$ cat src/rtl/stereo_peak_limiter_gate_unit_assert.svh
// Assertion macros shared by the RTL.
// Each expects clk and rst_n in scope.
`ifndef STEREO_PEAK_LIMITER_GATE_UNIT_ASSERT_SVH
`define STEREO_PEAK_LIMITER_GATE_UNIT_ASSERT_SVH

// Expression holds at every edge out of reset.
`define SPLG_ASSERT_HOLDS(lbl, expr, msg) \
    lbl: assert property (@(posedge clk) disable iff (!rst_n) (expr)) \
        else $error(msg);

// Antecedent at one edge implies consequent at the next.
`define SPLG_ASSERT_NEXT(lbl, ante, cons, msg) \
    lbl: assert property (@(posedge clk) disable iff (!rst_n) (ante) |=> (cons)) \
        else $error(msg);

`endif

$ cat src/rtl/splg_pkg.sv
`timescale 1ns / 1ps
package splg_pkg;

    localparam int SMP_W   = 24;
    localparam int LVL_W   = 23;
    localparam int CQ_W    = 17;
    localparam int GQ_W    = 16;

    // bit-serial multiplier: signed A, unsigned B, one B bit per cycle
    localparam int MUL_AW  = 34;
    localparam int MUL_BW  = 17;
    localparam int MUL_PW  = MUL_AW + MUL_BW;
    localparam int MUL_CW  = $clog2(MUL_BW);

    // restoring divider: quotient below 2^16 since numerator < denominator
    localparam int DIV_W   = 23;
    localparam int DIV_QW  = 16;
    localparam int DIV_CW  = $clog2(DIV_QW);

    localparam logic [CQ_W-1:0]  ONE_Q16  = 17'd65536;
    localparam logic [CQ_W-1:0]  HYST_Q16 = 17'd2621;
    localparam logic [LVL_W-1:0] SAT_POS  = 23'h7FFFFF;

    typedef enum logic [2:0] {
        REG_MODE      = 3'd0,
        REG_THRESHOLD = 3'd1,
        REG_PREAMP    = 3'd2,
        REG_MAKEUP    = 3'd3,
        REG_WET       = 3'd4,
        REG_ATTACK    = 3'd5,
        REG_RELEASE   = 3'd6
    } cfg_idx_t;

    typedef struct packed {
        logic                     start;
        logic signed [MUL_AW-1:0] a;
        logic [MUL_BW-1:0]        b;
    } mul_req_t;

    typedef struct packed {
        logic                     done;
        logic signed [MUL_PW-1:0] p;
    } mul_rsp_t;

    typedef struct packed {
        logic             start;
        logic [DIV_W-1:0] num;
        logic [DIV_W-1:0] den;
    } div_req_t;

    typedef struct packed {
        logic              done;
        logic [DIV_QW-1:0] quo;
    } div_rsp_t;

    function automatic logic [CQ_W-1:0] clamp_one(input logic [CQ_W-1:0] v);
        return (v > ONE_Q16) ? ONE_Q16 : v;
    endfunction

endpackage

$ cat src/rtl/splg_in_if.sv
`timescale 1ns / 1ps
interface splg_in_if;
    logic               valid;
    logic               ready;
    logic signed [23:0] left_in;
    logic signed [23:0] right_in;

    modport source (output valid, output left_in, output right_in, input ready);
    modport sink   (input valid, input left_in, input right_in, output ready);
endinterface

$ cat src/rtl/splg_out_if.sv
`timescale 1ns / 1ps
interface splg_out_if;
    logic               valid;
    logic               ready;
    logic signed [23:0] left_out;
    logic signed [23:0] right_out;

    modport source (output valid, output left_out, output right_out, input ready);
    modport sink   (input valid, input left_out, input right_out, output ready);
endinterface

$ cat src/rtl/stereo_peak_limiter_gate_unit.sv
// Linked stereo peak limiter / noise gate. One stereo frame per input beat, one
// processed frame per output beat. Frames are handled one at a time: each frame
// runs through the shared bit-serial multiplier for 18 products (each: issue,
// 17 multiplier bits, hand-back) plus three further steps (target, rate select,
// output load). In limiter mode with the level above threshold a restoring
// divide is added (issue, 16 quotient bits, hand-back). The next frame can be
// accepted in the cycle after the result is loaded. A finished frame waits in
// the output register while the next frame is accepted and worked on; it only
// holds the block up if it is still unclaimed when the following result is
// ready.
// Configuration writes take effect at once and must only be made while idle.
`timescale 1ns / 1ps
`include "stereo_peak_limiter_gate_unit_assert.svh"
module stereo_peak_limiter_gate_unit
#(
    parameter int LEVEL_ATTACK_COEF  = 65536,
    parameter int LEVEL_RELEASE_COEF = 14
)
(
    input  logic        clk,
    input  logic        rst_n,
    splg_in_if.sink     in_frame,
    splg_out_if.source  out_frame,
    input  logic        cfg_we,
    input  logic [2:0]  cfg_idx,
    input  logic [22:0] cfg_data
);
    import splg_pkg::*;

    // level detector coefficients, clamped to one
    localparam logic [CQ_W-1:0] LAC = (LEVEL_ATTACK_COEF > 65536) ? ONE_Q16
                                      : CQ_W'(LEVEL_ATTACK_COEF);
    localparam logic [CQ_W-1:0] LRC = (LEVEL_RELEASE_COEF > 65536) ? ONE_Q16
                                      : CQ_W'(LEVEL_RELEASE_COEF);
    localparam logic [CQ_W-1:0] LRC_INV = ONE_Q16 - LRC;

    typedef enum logic [3:0] {
        S_IDLE, S_RECT, S_LVL, S_TGT, S_DIV, S_KSEL,
        S_GAIN_A, S_GAIN_B, S_WET1, S_WET2, S_WET3, S_WET4, S_DRY, S_OUT
    } state_t;

    // configuration
    logic             mode_reg;
    logic [LVL_W-1:0] thr_reg;
    logic [GQ_W-1:0]  preamp_reg, makeup_reg;
    logic [CQ_W-1:0]  wet_reg, att_reg, rel_reg;

    // sequencer and channel state
    state_t            state_reg, state_next;
    logic              ch_reg, ch_next;
    logic              issued_reg, issued_next;
    logic [LVL_W-1:0]  peak_reg [2];
    logic [LVL_W-1:0]  peak_next [2];
    logic [CQ_W-1:0]   gain_reg [2];
    logic [CQ_W-1:0]   gain_next [2];
    logic [CQ_W-1:0]   prior_reg, prior_next;
    logic [CQ_W-1:0]   target_reg, target_next;
    logic [CQ_W-1:0]   k_reg, k_next;
    logic              out_valid_reg, out_valid_next;

    // per-frame working registers
    logic signed [SMP_W-1:0] x_reg [2];
    logic signed [SMP_W-1:0] x_next [2];
    logic [LVL_W-1:0]        rect_reg, rect_next;
    logic [33:0]             gsum_reg, gsum_next;
    logic signed [33:0]      w_reg, w_next;
    logic [SMP_W-1:0]        res_reg [2];
    logic [SMP_W-1:0]        res_next [2];
    logic [SMP_W-1:0]        outl_reg, outl_next, outr_reg, outr_next;

    mul_req_t mul_req;
    mul_rsp_t mul_rsp;
    div_req_t div_req;
    div_rsp_t div_rsp;

    // operand views
    logic signed [SMP_W-1:0] x_cur;
    logic [SMP_W-1:0]        mag;
    logic [LVL_W-1:0]        peak_cur, lv;
    logic                    up;
    logic [CQ_W-1:0]         wm, att, rel;
    logic                    mul_state;

    assign x_cur    = x_reg[ch_reg];
    assign mag      = x_cur[SMP_W-1] ? SMP_W'(~x_cur + 1'b1) : x_cur;
    assign peak_cur = peak_reg[ch_reg];
    assign up       = rect_reg > peak_cur;
    assign lv       = (peak_reg[0] > peak_reg[1]) ? peak_reg[0] : peak_reg[1];
    assign wm       = clamp_one(wet_reg);
    assign att      = clamp_one(att_reg);
    assign rel      = clamp_one(rel_reg);

    assign mul_state = (state_reg == S_RECT)   || (state_reg == S_LVL)
                    || (state_reg == S_GAIN_A) || (state_reg == S_GAIN_B)
                    || (state_reg == S_WET1)   || (state_reg == S_WET2)
                    || (state_reg == S_WET3)   || (state_reg == S_WET4)
                    || (state_reg == S_DRY);

    // one operation in flight at a time; issue once per state
    assign mul_req.start = mul_state && !issued_reg;
    assign div_req.start = (state_reg == S_DIV) && !issued_reg;
    assign div_req.num   = thr_reg;
    assign div_req.den   = lv;

    // multiplier operand selection
    always_comb
    begin
        mul_req.a = '0;
        mul_req.b = '0;
        unique case (state_reg)
            S_RECT:
            begin
                mul_req.a = {10'b0, mag};
                mul_req.b = {1'b0, preamp_reg};
            end
            S_LVL:
            begin
                mul_req.a = up ? {11'b0, LVL_W'(rect_reg - peak_cur)} : {11'b0, peak_cur};
                mul_req.b = up ? LAC : LRC_INV;
            end
            S_GAIN_A:
            begin
                mul_req.a = {17'b0, gain_reg[ch_reg]};
                mul_req.b = ONE_Q16 - k_reg;
            end
            S_GAIN_B:
            begin
                mul_req.a = {17'b0, target_reg};
                mul_req.b = k_reg;
            end
            S_WET1:
            begin
                mul_req.a = {{10{x_cur[SMP_W-1]}}, x_cur};
                mul_req.b = gain_reg[ch_reg];
            end
            S_WET2:
            begin
                mul_req.a = w_reg;
                mul_req.b = {1'b0, makeup_reg};
            end
            S_WET3:
            begin
                mul_req.a = w_reg;
                mul_req.b = {1'b0, preamp_reg};
            end
            S_WET4:
            begin
                mul_req.a = w_reg;
                mul_req.b = wm;
            end
            S_DRY:
            begin
                mul_req.a = {{10{x_cur[SMP_W-1]}}, x_cur};
                mul_req.b = ONE_Q16 - wm;
            end
            default:
            begin
                mul_req.a = '0;
                mul_req.b = '0;
            end
        endcase
    end

    splg_mul u_mul
    (
        .clk   (clk),
        .rst_n (rst_n),
        .req   (mul_req),
        .rsp   (mul_rsp)
    );

    splg_div u_div
    (
        .clk   (clk),
        .rst_n (rst_n),
        .req   (div_req),
        .rsp   (div_rsp)
    );

    // sequencer
    always_comb
    begin
        logic signed [CQ_W:0]  d;
        logic [CQ_W:0]         ksum;
        logic [33:0]           gtot;
        logic signed [34:0]    tot;
        logic signed [24:0]    dry;

        state_next     = state_reg;
        ch_next        = ch_reg;
        issued_next    = issued_reg;
        peak_next      = peak_reg;
        gain_next      = gain_reg;
        prior_next     = prior_reg;
        target_next    = target_reg;
        k_next         = k_reg;
        out_valid_next = out_valid_reg;
        x_next         = x_reg;
        rect_next      = rect_reg;
        gsum_next      = gsum_reg;
        w_next         = w_reg;
        res_next       = res_reg;
        outl_next      = outl_reg;
        outr_next      = outr_reg;

        d    = $signed({1'b0, prior_reg}) - $signed({1'b0, target_reg});
        ksum = ({1'b0, att} + {1'b0, rel}) >> 1;
        gtot = gsum_reg + mul_rsp.p[33:0];
        dry  = mul_rsp.p[40:16];
        tot  = {w_reg[33], w_reg} + {{10{dry[24]}}, dry};

        if (mul_req.start || div_req.start)
        begin
            issued_next = 1'b1;
        end
        if (mul_rsp.done || div_rsp.done)
        begin
            issued_next = 1'b0;
        end

        if (out_valid_reg && out_frame.ready)
        begin
            out_valid_next = 1'b0;
        end

        unique case (state_reg)
            S_IDLE:
            begin
                if (in_frame.valid)
                begin
                    x_next[0]  = in_frame.left_in;
                    x_next[1]  = in_frame.right_in;
                    ch_next    = 1'b0;
                    state_next = S_RECT;
                end
            end
            S_RECT:
            begin
                if (mul_rsp.done)
                begin
                    // saturate |x|*preamp >> 12 into 23 bits
                    rect_next  = (mul_rsp.p[50:35] != '0) ? SAT_POS : mul_rsp.p[34:12];
                    state_next = S_LVL;
                end
            end
            S_LVL:
            begin
                if (mul_rsp.done)
                begin
                    peak_next[ch_reg] = up ? LVL_W'(peak_cur + mul_rsp.p[38:16])
                                           : mul_rsp.p[38:16];
                    if (!ch_reg)
                    begin
                        ch_next    = 1'b1;
                        state_next = S_RECT;
                    end
                    else
                    begin
                        state_next = S_TGT;
                    end
                end
            end
            S_TGT:
            begin
                if (mode_reg && (lv > thr_reg))
                begin
                    state_next = S_DIV;
                end
                else
                begin
                    target_next = (!mode_reg && (lv < thr_reg)) ? '0 : ONE_Q16;
                    state_next  = S_KSEL;
                end
            end
            S_DIV:
            begin
                if (div_rsp.done)
                begin
                    target_next = {1'b0, div_rsp.quo};
                    state_next  = S_KSEL;
                end
            end
            S_KSEL:
            begin
                // hysteresis on the target step picks the smoothing rate
                priority if (d > $signed({1'b0, HYST_Q16}))
                    k_next = att;
                else if (d < -$signed({1'b0, HYST_Q16}))
                    k_next = rel;
                else
                    k_next = ksum[CQ_W-1:0];
                prior_next = target_reg;
                ch_next    = 1'b0;
                state_next = S_GAIN_A;
            end
            S_GAIN_A:
            begin
                if (mul_rsp.done)
                begin
                    gsum_next  = mul_rsp.p[33:0];
                    state_next = S_GAIN_B;
                end
            end
            S_GAIN_B:
            begin
                if (mul_rsp.done)
                begin
                    gain_next[ch_reg] = gtot[32:16];
                    state_next        = S_WET1;
                end
            end
            S_WET1:
            begin
                if (mul_rsp.done)
                begin
                    w_next     = mul_rsp.p[49:16];
                    state_next = S_WET2;
                end
            end
            S_WET2:
            begin
                if (mul_rsp.done)
                begin
                    w_next     = mul_rsp.p[45:12];
                    state_next = S_WET3;
                end
            end
            S_WET3:
            begin
                if (mul_rsp.done)
                begin
                    w_next     = mul_rsp.p[45:12];
                    state_next = S_WET4;
                end
            end
            S_WET4:
            begin
                if (mul_rsp.done)
                begin
                    w_next     = mul_rsp.p[49:16];
                    state_next = S_DRY;
                end
            end
            S_DRY:
            begin
                if (mul_rsp.done)
                begin
                    priority if (tot > 35'sd8388607)
                        res_next[ch_reg] = 24'h7FFFFF;
                    else if (tot < -35'sd8388608)
                        res_next[ch_reg] = 24'h800000;
                    else
                        res_next[ch_reg] = tot[SMP_W-1:0];
                    if (!ch_reg)
                    begin
                        ch_next    = 1'b1;
                        state_next = S_GAIN_A;
                    end
                    else
                    begin
                        state_next = S_OUT;
                    end
                end
            end
            S_OUT:
            begin
                // wait only if the previous result is still held
                if (!out_valid_reg || out_frame.ready)
                begin
                    outl_next      = res_reg[0];
                    outr_next      = res_reg[1];
                    out_valid_next = 1'b1;
                    state_next     = S_IDLE;
                end
            end
            default:
            begin
                state_next = S_IDLE;
            end
        endcase
    end

    always_ff @(posedge clk or negedge rst_n)
    begin
        if (!rst_n)
        begin
            state_reg     <= S_IDLE;
            ch_reg        <= 1'b0;
            issued_reg    <= 1'b0;
            peak_reg[0]   <= '0;
            peak_reg[1]   <= '0;
            gain_reg[0]   <= ONE_Q16;
            gain_reg[1]   <= ONE_Q16;
            prior_reg     <= ONE_Q16;
            target_reg    <= ONE_Q16;
            k_reg         <= '0;
            out_valid_reg <= 1'b0;
            outl_reg      <= '0;
            outr_reg      <= '0;
            mode_reg      <= 1'b1;
            thr_reg       <= 23'd4194304;
            preamp_reg    <= 16'd4096;
            makeup_reg    <= 16'd4096;
            wet_reg       <= ONE_Q16;
            att_reg       <= ONE_Q16;
            rel_reg       <= 17'd14;
        end
        else
        begin
            state_reg     <= state_next;
            ch_reg        <= ch_next;
            issued_reg    <= issued_next;
            peak_reg      <= peak_next;
            gain_reg      <= gain_next;
            prior_reg     <= prior_next;
            target_reg    <= target_next;
            k_reg         <= k_next;
            out_valid_reg <= out_valid_next;
            outl_reg      <= outl_next;
            outr_reg      <= outr_next;
            if (cfg_we)
            begin
                unique case (cfg_idx)
                    REG_MODE:      mode_reg   <= cfg_data[0];
                    REG_THRESHOLD: thr_reg    <= cfg_data;
                    REG_PREAMP:    preamp_reg <= cfg_data[15:0];
                    REG_MAKEUP:    makeup_reg <= cfg_data[15:0];
                    REG_WET:       wet_reg    <= cfg_data[16:0];
                    REG_ATTACK:    att_reg    <= cfg_data[16:0];
                    REG_RELEASE:   rel_reg    <= cfg_data[16:0];
                    default:       mode_reg   <= mode_reg;
                endcase
            end
        end
    end

    // datapath holding registers, no reset
    always_ff @(posedge clk)
    begin
        x_reg    <= x_next;
        rect_reg <= rect_next;
        gsum_reg <= gsum_next;
        w_reg    <= w_next;
        res_reg  <= res_next;
    end

    assign in_frame.ready      = (state_reg == S_IDLE);
    assign out_frame.valid     = out_valid_reg;
    assign out_frame.left_out  = outl_reg;
    assign out_frame.right_out = outr_reg;

    `SPLG_ASSERT_HOLDS(a_target_range, target_reg <= ONE_Q16, "target gain above one")
    `SPLG_ASSERT_HOLDS(a_gain_range,
        (gain_reg[0] <= ONE_Q16) && (gain_reg[1] <= ONE_Q16), "smoothed gain above one")
    `SPLG_ASSERT_HOLDS(a_single_op, !(mul_req.start && div_req.start), "mul and div together")
    `SPLG_ASSERT_NEXT(a_accept_starts, in_frame.valid && in_frame.ready,
        (state_reg == S_RECT) && !ch_reg, "accepted beat did not start left channel")

endmodule

$ cat src/rtl/splg_mul.sv
`timescale 1ns / 1ps
// Shift-add multiplier, one multiplier bit per cycle.
module splg_mul
(
    input  logic               clk,
    input  logic               rst_n,
    input  splg_pkg::mul_req_t req,
    output splg_pkg::mul_rsp_t rsp
);
    import splg_pkg::*;

    logic signed [MUL_PW-1:0] acc_reg, acc_next;
    logic signed [MUL_PW-1:0] mcand_reg, mcand_next;
    logic [MUL_BW-1:0]        mplier_reg, mplier_next;
    logic [MUL_CW-1:0]        cnt_reg, cnt_next;
    logic                     busy_reg, busy_next;
    logic                     done_reg, done_next;

    always_comb
    begin
        acc_next    = acc_reg;
        mcand_next  = mcand_reg;
        mplier_next = mplier_reg;
        cnt_next    = cnt_reg;
        busy_next   = busy_reg;
        done_next   = 1'b0;
        if (req.start)
        begin
            acc_next    = '0;
            mcand_next  = {{(MUL_PW-MUL_AW){req.a[MUL_AW-1]}}, req.a};
            mplier_next = req.b;
            cnt_next    = MUL_CW'(MUL_BW - 1);
            busy_next   = 1'b1;
        end
        else if (busy_reg)
        begin
            if (mplier_reg[0])
            begin
                acc_next = acc_reg + mcand_reg;
            end
            mcand_next  = mcand_reg <<< 1;
            mplier_next = mplier_reg >> 1;
            cnt_next    = cnt_reg - 1'b1;
            if (cnt_reg == '0)
            begin
                busy_next = 1'b0;
                done_next = 1'b1;
            end
        end
    end

    always_ff @(posedge clk or negedge rst_n)
    begin
        if (!rst_n)
        begin
            busy_reg <= 1'b0;
            done_reg <= 1'b0;
            cnt_reg  <= '0;
        end
        else
        begin
            busy_reg <= busy_next;
            done_reg <= done_next;
            cnt_reg  <= cnt_next;
        end
    end

    always_ff @(posedge clk)
    begin
        acc_reg    <= acc_next;
        mcand_reg  <= mcand_next;
        mplier_reg <= mplier_next;
    end

    assign rsp.done = done_reg;
    assign rsp.p    = acc_reg;

endmodule

$ cat src/rtl/splg_div.sv
`timescale 1ns / 1ps
// Restoring divider, one quotient bit per cycle. Expects num < den.
module splg_div
(
    input  logic               clk,
    input  logic               rst_n,
    input  splg_pkg::div_req_t req,
    output splg_pkg::div_rsp_t rsp
);
    import splg_pkg::*;

    logic [DIV_W-1:0]  rem_reg, rem_next;
    logic [DIV_W-1:0]  den_reg, den_next;
    logic [DIV_QW-1:0] quo_reg, quo_next;
    logic [DIV_CW-1:0] cnt_reg, cnt_next;
    logic              busy_reg, busy_next;
    logic              done_reg, done_next;
    logic [DIV_W:0]    trial;

    always_comb
    begin
        rem_next  = rem_reg;
        den_next  = den_reg;
        quo_next  = quo_reg;
        cnt_next  = cnt_reg;
        busy_next = busy_reg;
        done_next = 1'b0;
        trial     = {rem_reg, 1'b0};
        if (req.start)
        begin
            rem_next  = req.num;
            den_next  = req.den;
            quo_next  = '0;
            cnt_next  = DIV_CW'(DIV_QW - 1);
            busy_next = 1'b1;
        end
        else if (busy_reg)
        begin
            if (trial >= {1'b0, den_reg})
            begin
                rem_next = DIV_W'(trial - {1'b0, den_reg});
                quo_next = {quo_reg[DIV_QW-2:0], 1'b1};
            end
            else
            begin
                rem_next = trial[DIV_W-1:0];
                quo_next = {quo_reg[DIV_QW-2:0], 1'b0};
            end
            cnt_next = cnt_reg - 1'b1;
            if (cnt_reg == '0)
            begin
                busy_next = 1'b0;
                done_next = 1'b1;
            end
        end
    end

    always_ff @(posedge clk or negedge rst_n)
    begin
        if (!rst_n)
        begin
            busy_reg <= 1'b0;
            done_reg <= 1'b0;
            cnt_reg  <= '0;
        end
        else
        begin
            busy_reg <= busy_next;
            done_reg <= done_next;
            cnt_reg  <= cnt_next;
        end
    end

    always_ff @(posedge clk)
    begin
        rem_reg <= rem_next;
        den_reg <= den_next;
        quo_reg <= quo_next;
    end

    assign rsp.done = done_reg;
    assign rsp.quo  = quo_reg;

endmodule

$ cat src/flat_wrapper.sv
// flat-port wrapper written by rule: the top's interface ports become plain ports
module stereo_peak_limiter_gate_unit_flat import splg_pkg::*;
#(
    parameter int LEVEL_ATTACK_COEF  = 65536,
    parameter int LEVEL_RELEASE_COEF = 14
)
  (clk, rst_n, cfg_we, cfg_idx, cfg_data, in_frame_valid, in_frame_left_in, in_frame_right_in, in_frame_ready, out_frame_valid, out_frame_left_out, out_frame_right_out, out_frame_ready);
  splg_in_if in_frame_i ();
  splg_out_if out_frame_i ();
  input  logic clk;
  input  logic rst_n;
  input  logic cfg_we;
  input  logic [2:0] cfg_idx;
  input  logic [22:0] cfg_data;
  input wire logic [$bits(in_frame_i.valid)-1:0] in_frame_valid;
  input wire logic [$bits(in_frame_i.left_in)-1:0] in_frame_left_in;
  input wire logic [$bits(in_frame_i.right_in)-1:0] in_frame_right_in;
  output wire logic [$bits(in_frame_i.ready)-1:0] in_frame_ready;
  output wire logic [$bits(out_frame_i.valid)-1:0] out_frame_valid;
  output wire logic [$bits(out_frame_i.left_out)-1:0] out_frame_left_out;
  output wire logic [$bits(out_frame_i.right_out)-1:0] out_frame_right_out;
  input wire logic [$bits(out_frame_i.ready)-1:0] out_frame_ready;
  assign in_frame_i.valid = in_frame_valid;
  assign in_frame_i.left_in = in_frame_left_in;
  assign in_frame_i.right_in = in_frame_right_in;
  assign in_frame_ready = in_frame_i.ready;
  assign out_frame_valid = out_frame_i.valid;
  assign out_frame_left_out = out_frame_i.left_out;
  assign out_frame_right_out = out_frame_i.right_out;
  assign out_frame_i.ready = out_frame_ready;
  stereo_peak_limiter_gate_unit #(.LEVEL_ATTACK_COEF(LEVEL_ATTACK_COEF), .LEVEL_RELEASE_COEF(LEVEL_RELEASE_COEF)) u_core (.clk(clk), .rst_n(rst_n), .in_frame(in_frame_i), .out_frame(out_frame_i), .cfg_we(cfg_we), .cfg_idx(cfg_idx), .cfg_data(cfg_data));
endmodule
$ cat config.mk
export PLATFORM = sky130hd
export DESIGN_NAME = stereo_peak_limiter_gate_unit_flat
export DESIGN_NICKNAME = d
export VERILOG_FILES = /design/src/rtl/splg_pkg.sv /design/src/rtl/splg_in_if.sv /design/src/rtl/splg_out_if.sv /design/src/rtl/stereo_peak_limiter_gate_unit.sv /design/src/rtl/splg_mul.sv /design/src/rtl/splg_div.sv /design/src/flat_wrapper.sv
export VERILOG_INCLUDE_DIRS = /design/src /design/src/rtl
export SDC_FILE = /design/constraint.sdc
export NUM_CORES = 2
export LEC_CHECK = 0
export BUFFER_PORTS_ARGS = -buffer_cell sky130_fd_sc_hd__buf_2
export CORE_UTILIZATION = 50
export DETAILED_ROUTE_END_ITERATION = 8
export PLACE_DENSITY = 0.66
export SLEW_MARGIN = 10
export SYNTH_ARGS = -nofsm -noshare
export SYNTH_HDL_FRONTEND = slang
export SYNTH_SLANG_ARGS = --single-unit
$ cat constraint.sdc
create_clock -name clk -period 5.83 [get_ports clk]
set_input_delay 0.8745 -clock clk [delete_from_list [all_inputs] [get_ports clk]]
set_output_delay 0.8745 -clock clk [all_outputs]
set_load 0.01 [all_outputs]
Word-level counts from Yosys, hierarchy flattened
Index checks and enable logic that the tools add are counted.
{"block": "word_totals", "register_bits": 673, "out_inout_bits": 50}
{"block": "classes", "reduce_logical": 53, "eq_ne": 35, "n_lt_le_gt_ge": 14, "add_sub_neg": 13, "muxes": 86, "bitwise": 8}
{"op": "51-bit one-hot mux with 9 select lines", "count": 1}
{"op": "17-bit two-way mux", "count": 15}
{"op": "23-bit two-way mux", "count": 10}
{"op": "24-bit two-way mux", "count": 5}
{"op": "51-bit two-way mux", "count": 2}
{"op": "48-bit two-way mux", "count": 2}
{"op": "23-bit > comparator", "count": 3}
{"op": "34-bit two-way mux", "count": 2}
{"op": "34-bit one-hot mux with 2 select lines", "count": 1}
{"op": "4-bit two-way mux", "count": 15}
{"op": "4-bit one-hot mux with 14 select lines", "count": 1}
{"op": "51-bit adder", "count": 1}
{"op": "17-bit > comparator (second input constant)", "count": 3}
{"op": "48-bit bitwise mux", "count": 1}
{"op": "46-bit bitwise AND", "count": 1}
{"op": "46-bit bitwise mux", "count": 1}
{"op": "46-bit NOT", "count": 1}
{"op": "46-bit bitwise OR", "count": 1}
{"op": "23-bit subtractor", "count": 2}
{"op": "34-bit by 25-bit adder with 35-bit output", "count": 1}
{"op": "35-bit by 24-bit > comparator with 1-bit output (second input constant)", "count": 1}
{"op": "35-bit by 24-bit less-than comparator with 1-bit output (second input constant)", "count": 1}
{"op": "34-bit bitwise mux", "count": 1}
{"op": "17-bit one-hot mux with 2 select lines", "count": 1}
{"op": "48 further kinds", "count": 136}

Logic depth before layout (Yosys ltp)
{"block": "logic_depth", "word_depth": 13, "depth_mapped": 27, "ltp_nobuf": 25}

Modules after synthesis
A second synthesis with hierarchy kept.
{"block": "hier_totals", "cells_unflattened": 4293, "area_unflattened_um2": 42248.0}
{"mod": "stereo_peak_limiter_gate_unit", "instances": 1, "cells_per_inst": 3048, "area_each_um2": 30385.4}
{"mod": "splg_mul", "instances": 1, "cells_per_inst": 847, "area_each_um2": 7805.0}
{"mod": "splg_div", "instances": 1, "cells_per_inst": 398, "area_each_um2": 4057.6}

Worst setup path before layout
Ideal clock, no wire load.
{"block": "synth_timing", "kind": "register -> register", "from": "reg u_core.peak_reg[1] (netlist bit)", "to": "reg u_core.target_reg[10]", "path_stages_with_launch": 27, "synth_period_minus_slack_ps": 5239, "arrival_ps": 5158, "path_slack_ps": 591, "setup_time_ps": 81, "path_buffers": 1, "cell_sequence": "dfrtp_1 -> inv_1 -> ha_1 -> nor2b_1 -> o21a_1 -> o21a_1 -> o21a_1 -> o21ai_0 -> nand2b_1 -> a21oi_1 -> o221ai_1 -> a221oi_1 -> a21oi_1 -> mux2_2 -> ha_1 -> nor2b_1 -> o21a_1 -> o21a_1 -> o21a_1 -> o21a_1 -> o21ai_0 -> a21oi_1 -> nor3_1 -> o21ai_0 -> nor2_1 -> clkbuf_1 -> mux2i_1"}
{"element": "start, declared", "line": "stereo_peak_limiter_gate_unit.sv:52", "rtl": "logic [LVL_W-1:0] peak_reg [2];"}
{"element": "start signal, assigned", "line": "stereo_peak_limiter_gate_unit.sv:413", "rtl": "peak_reg <= peak_next;"}
{"element": "end signal, assigned", "line": "stereo_peak_limiter_gate_unit.sv:416", "rtl": "target_reg <= target_next;"}
{"element": "end, declared", "line": "stereo_peak_limiter_gate_unit.sv:57", "rtl": "logic [CQ_W-1:0] target_reg, target_next;"}

==> out/metrics.csv <==
metric,value,unit
status,"complete, no violations",
io_buffers,128,
chipHeight,289,um
grt_busiest_layer,met1,
boundaryPins,129,
synth.distinct_cells,87,
dpl.hpwl,87000,um
leakagePower,19.2,nW
worst_slew_pin_slew,1200,ps
path_class,register to register,
grtUsageTotal,0.285,
critPathCaptureType,register,
synthesis.area,41100,um^2
fin_util,0.563,
place.gp.congestion,0.952,
path_buf_inv,2,
vias_per_cell,6.12,
yosysMostFrequentCell,nand2_1,
dieArea,83300,um^2
synth-seq-cells,673,
setup_violations,0,
h-tree-depth,3,
dr.pass1.iters,6,
yosys-top-cells-count,"nand2_1, a21oi_1, edfxtp_1",
dr_total_vias,32900,
power_frac_comb,0.493,
synth_largest_area_cell,edfxtp_1,
period_minus_slack,5420,ps
gr-total-overflow,0,
async_flop_share,0.455,
tritoncts,yes,
seq_power_share,0.309,
p_clk_frac,0.198,
grtUsageMet2,0.425,
fin_crit_sh,0.930,
slew_violations,0,
switching_power,10.3,mW
slew_headroom,0.201,
worstPathMaxFanout,16,
dpl-instance-area,43100,um^2
postSynthAreaPerCell,9.94,um^2
syn-num-nets,4484,
fp-row-count,104,
syn_inst,4131,
cts-root-buf,clkbuf_16,
drtIter0Drc,3305,
ir_drop,0.264,mV
hold_ws,267,ps
hold_viol_final,0,
synth_top_cell_area_share,0.219,
postCtsHoldBufs,0,
arrival,5990,ps
ys_seq_area_frac,0.439,
use_met1,0.426,
stdcell_area,45600,um^2
grt_max_degree,115,
first_global_vias,30500,
slowest_stage,dfrtp_1,
postRouteAntennaNets,0,
drt_wl_total,120000,um
start_kind,register,
internal-power,14.1,mW
n_fill_cell,7098,
cts_sinks,673,
synth_warnings,0,
cts_buffers,77,
synth_ff_type,edfxtp_1,
maxCapViolations,0,
wire_per_inst,22.3,um
fp.coreArea,80900,um^2
ys_top_cells_by_area,"edfxtp_1, dfrtp_1, ha_1",
area_growth,11.0,%
clk_latency,650,ps
power_density,533,nW/um^2
grt_pass1_wl,183000,um
worstHoldPathType,input pin to asynchronous set/reset pin,
cp.required,6390,ps
chipWidth,289,um
detail_route.drc_violations,0,
clockBufferDepth,3,
final_net_count,4597,
skew,25.8,ps
clk_pin_slew,60,ps
fmax,0.184,GHz
rsz0062_at_grt,false,
finalSetupTns,0,ps
drive_above_1_share,0.151,
critical-path-top-delay-family,compound AO/OA/AOI/OAI gates,
crit_path_max_incr_delay,380,ps
antenna_found_initial,3,
worst_path_most_repeated_cell,o21a_1,
start_util,0.507,
gr-usage-met3,0.0483,
synth-edff-count,300,
switching_share,0.422,
==> final timing paths <==
path	slack, ps	startpoint	cells after the start	to
max	410	u_core.peak_reg[1]	26	u_core.target_reg[8]
max reg2reg	410	u_core.peak_reg[1]	26	u_core.target_reg[8]
max in group asynchronous	4270	rst_n	2	u_core.out_frame.right_out[2]
min	270	rst_n	1	u_core.att_reg[2]
min in group clk	400	in_frame_left_in[2]	1	u_core.x_reg[26]
min reg2reg	450	u_core.u_div.done_reg	1	u_core.issued_reg
==> per-layer routing <==
layer	wire, um	vias to the layer above
li1	-	15500
met1	55300	16000
met2	51700	1228
met3	9920	144
met4	2650	0
met5	0	-
==> power by group through the flow <==
stage	combinational (mW)	clock (mW)	sequential, mW
after floorplan	8.74	0	7.28
after global placement	11.6	0	7.54
after detailed placement	11.7	0	7.56
after CTS	11.8	4.89	7.48
after global routing	13.2	5.07	7.64
final	12.0	4.81	7.51
==> cell families after synthesis <==
| kind of cell | after synthesis | synth area share |
|---|---|---|
| AO/OA/AOI/OAI | 1122 | 0.176 |
| XOR/XNOR | 204 | 0.0435 |
| adder cells (fa/ha/maj) | 274 | 0.0847 |
| buffers and inverters | 342 | 0.0322 |
| flip-flops | 673 | 0.439 |
| multiplexers | 341 | 0.0906 |
| AND/OR/NAND/NOR | 1175 | 0.134 |
==> stage by stage <==
stage / worst slack (ps) / instances / total power, mW
2_1_floorplan: 591 / 4131 / 16.0
3_3_place_gp: 403 / 5225 / 19.1
3_5_place_dp: 428 / 5225 / 19.3
4_1_cts: 325 / 5369 / 24.2
5_1_grt: 61.5 / 5370 / 25.9
6_report: 406 / 5373 / 24.3
==> final cells by class <==
type	instances	area [um^2]	share of cell area
antenna	4	10.0	0.000220
timing repair buffer	206	1290	0.0282
clock buffer	106	2140	0.0469
tap	1060	1330	0.0291
inverter	170	638	0.0140
sequential	673	18000	0.395
clock inverter	38	339	0.00744
multi-input combinational	3116	21800	0.479
==> layout by cell type, fill, tap and decap left out, types with 15 or more instances in the layout <==
master,count
dfrtp_1,292
a21o_1,100
clkbuf_16,80
nand3_1,63
o211ai_1,19
nand2b_1,38
or3_1,25
a211oi_1,39
nor2_1,248
o31ai_1,28
nor4_1,15
nor3_1,70
a21oi_1,299
buf_4,74
a221oi_1,35
xnor2_1,126
nor2b_1,37
a32o_1,37
clkinv_2,16
xor2_1,78
o21ai_0,291
o21bai_1,19
buf_2,127
mux2i_1,96
o21a_1,39
a31oi_1,37
and2_1,57
ha_1,267
a221o_1,16
or2_2,36
or4_1,15
dfxtp_1,67
nand4_1,37
mux2_2,245
a22oi_1,30
inv_1,169
nand2_1,449
edfxtp_1,300
and3_1,37
clkbuf_1,22
==> repair_timing <==
action                                  4_1_cts  5_1_grt
resized for setup                             0        1
setup buffers                                 0        0
endpoints found under the setup margin        0       15
(Power assumes the default switching activity.)
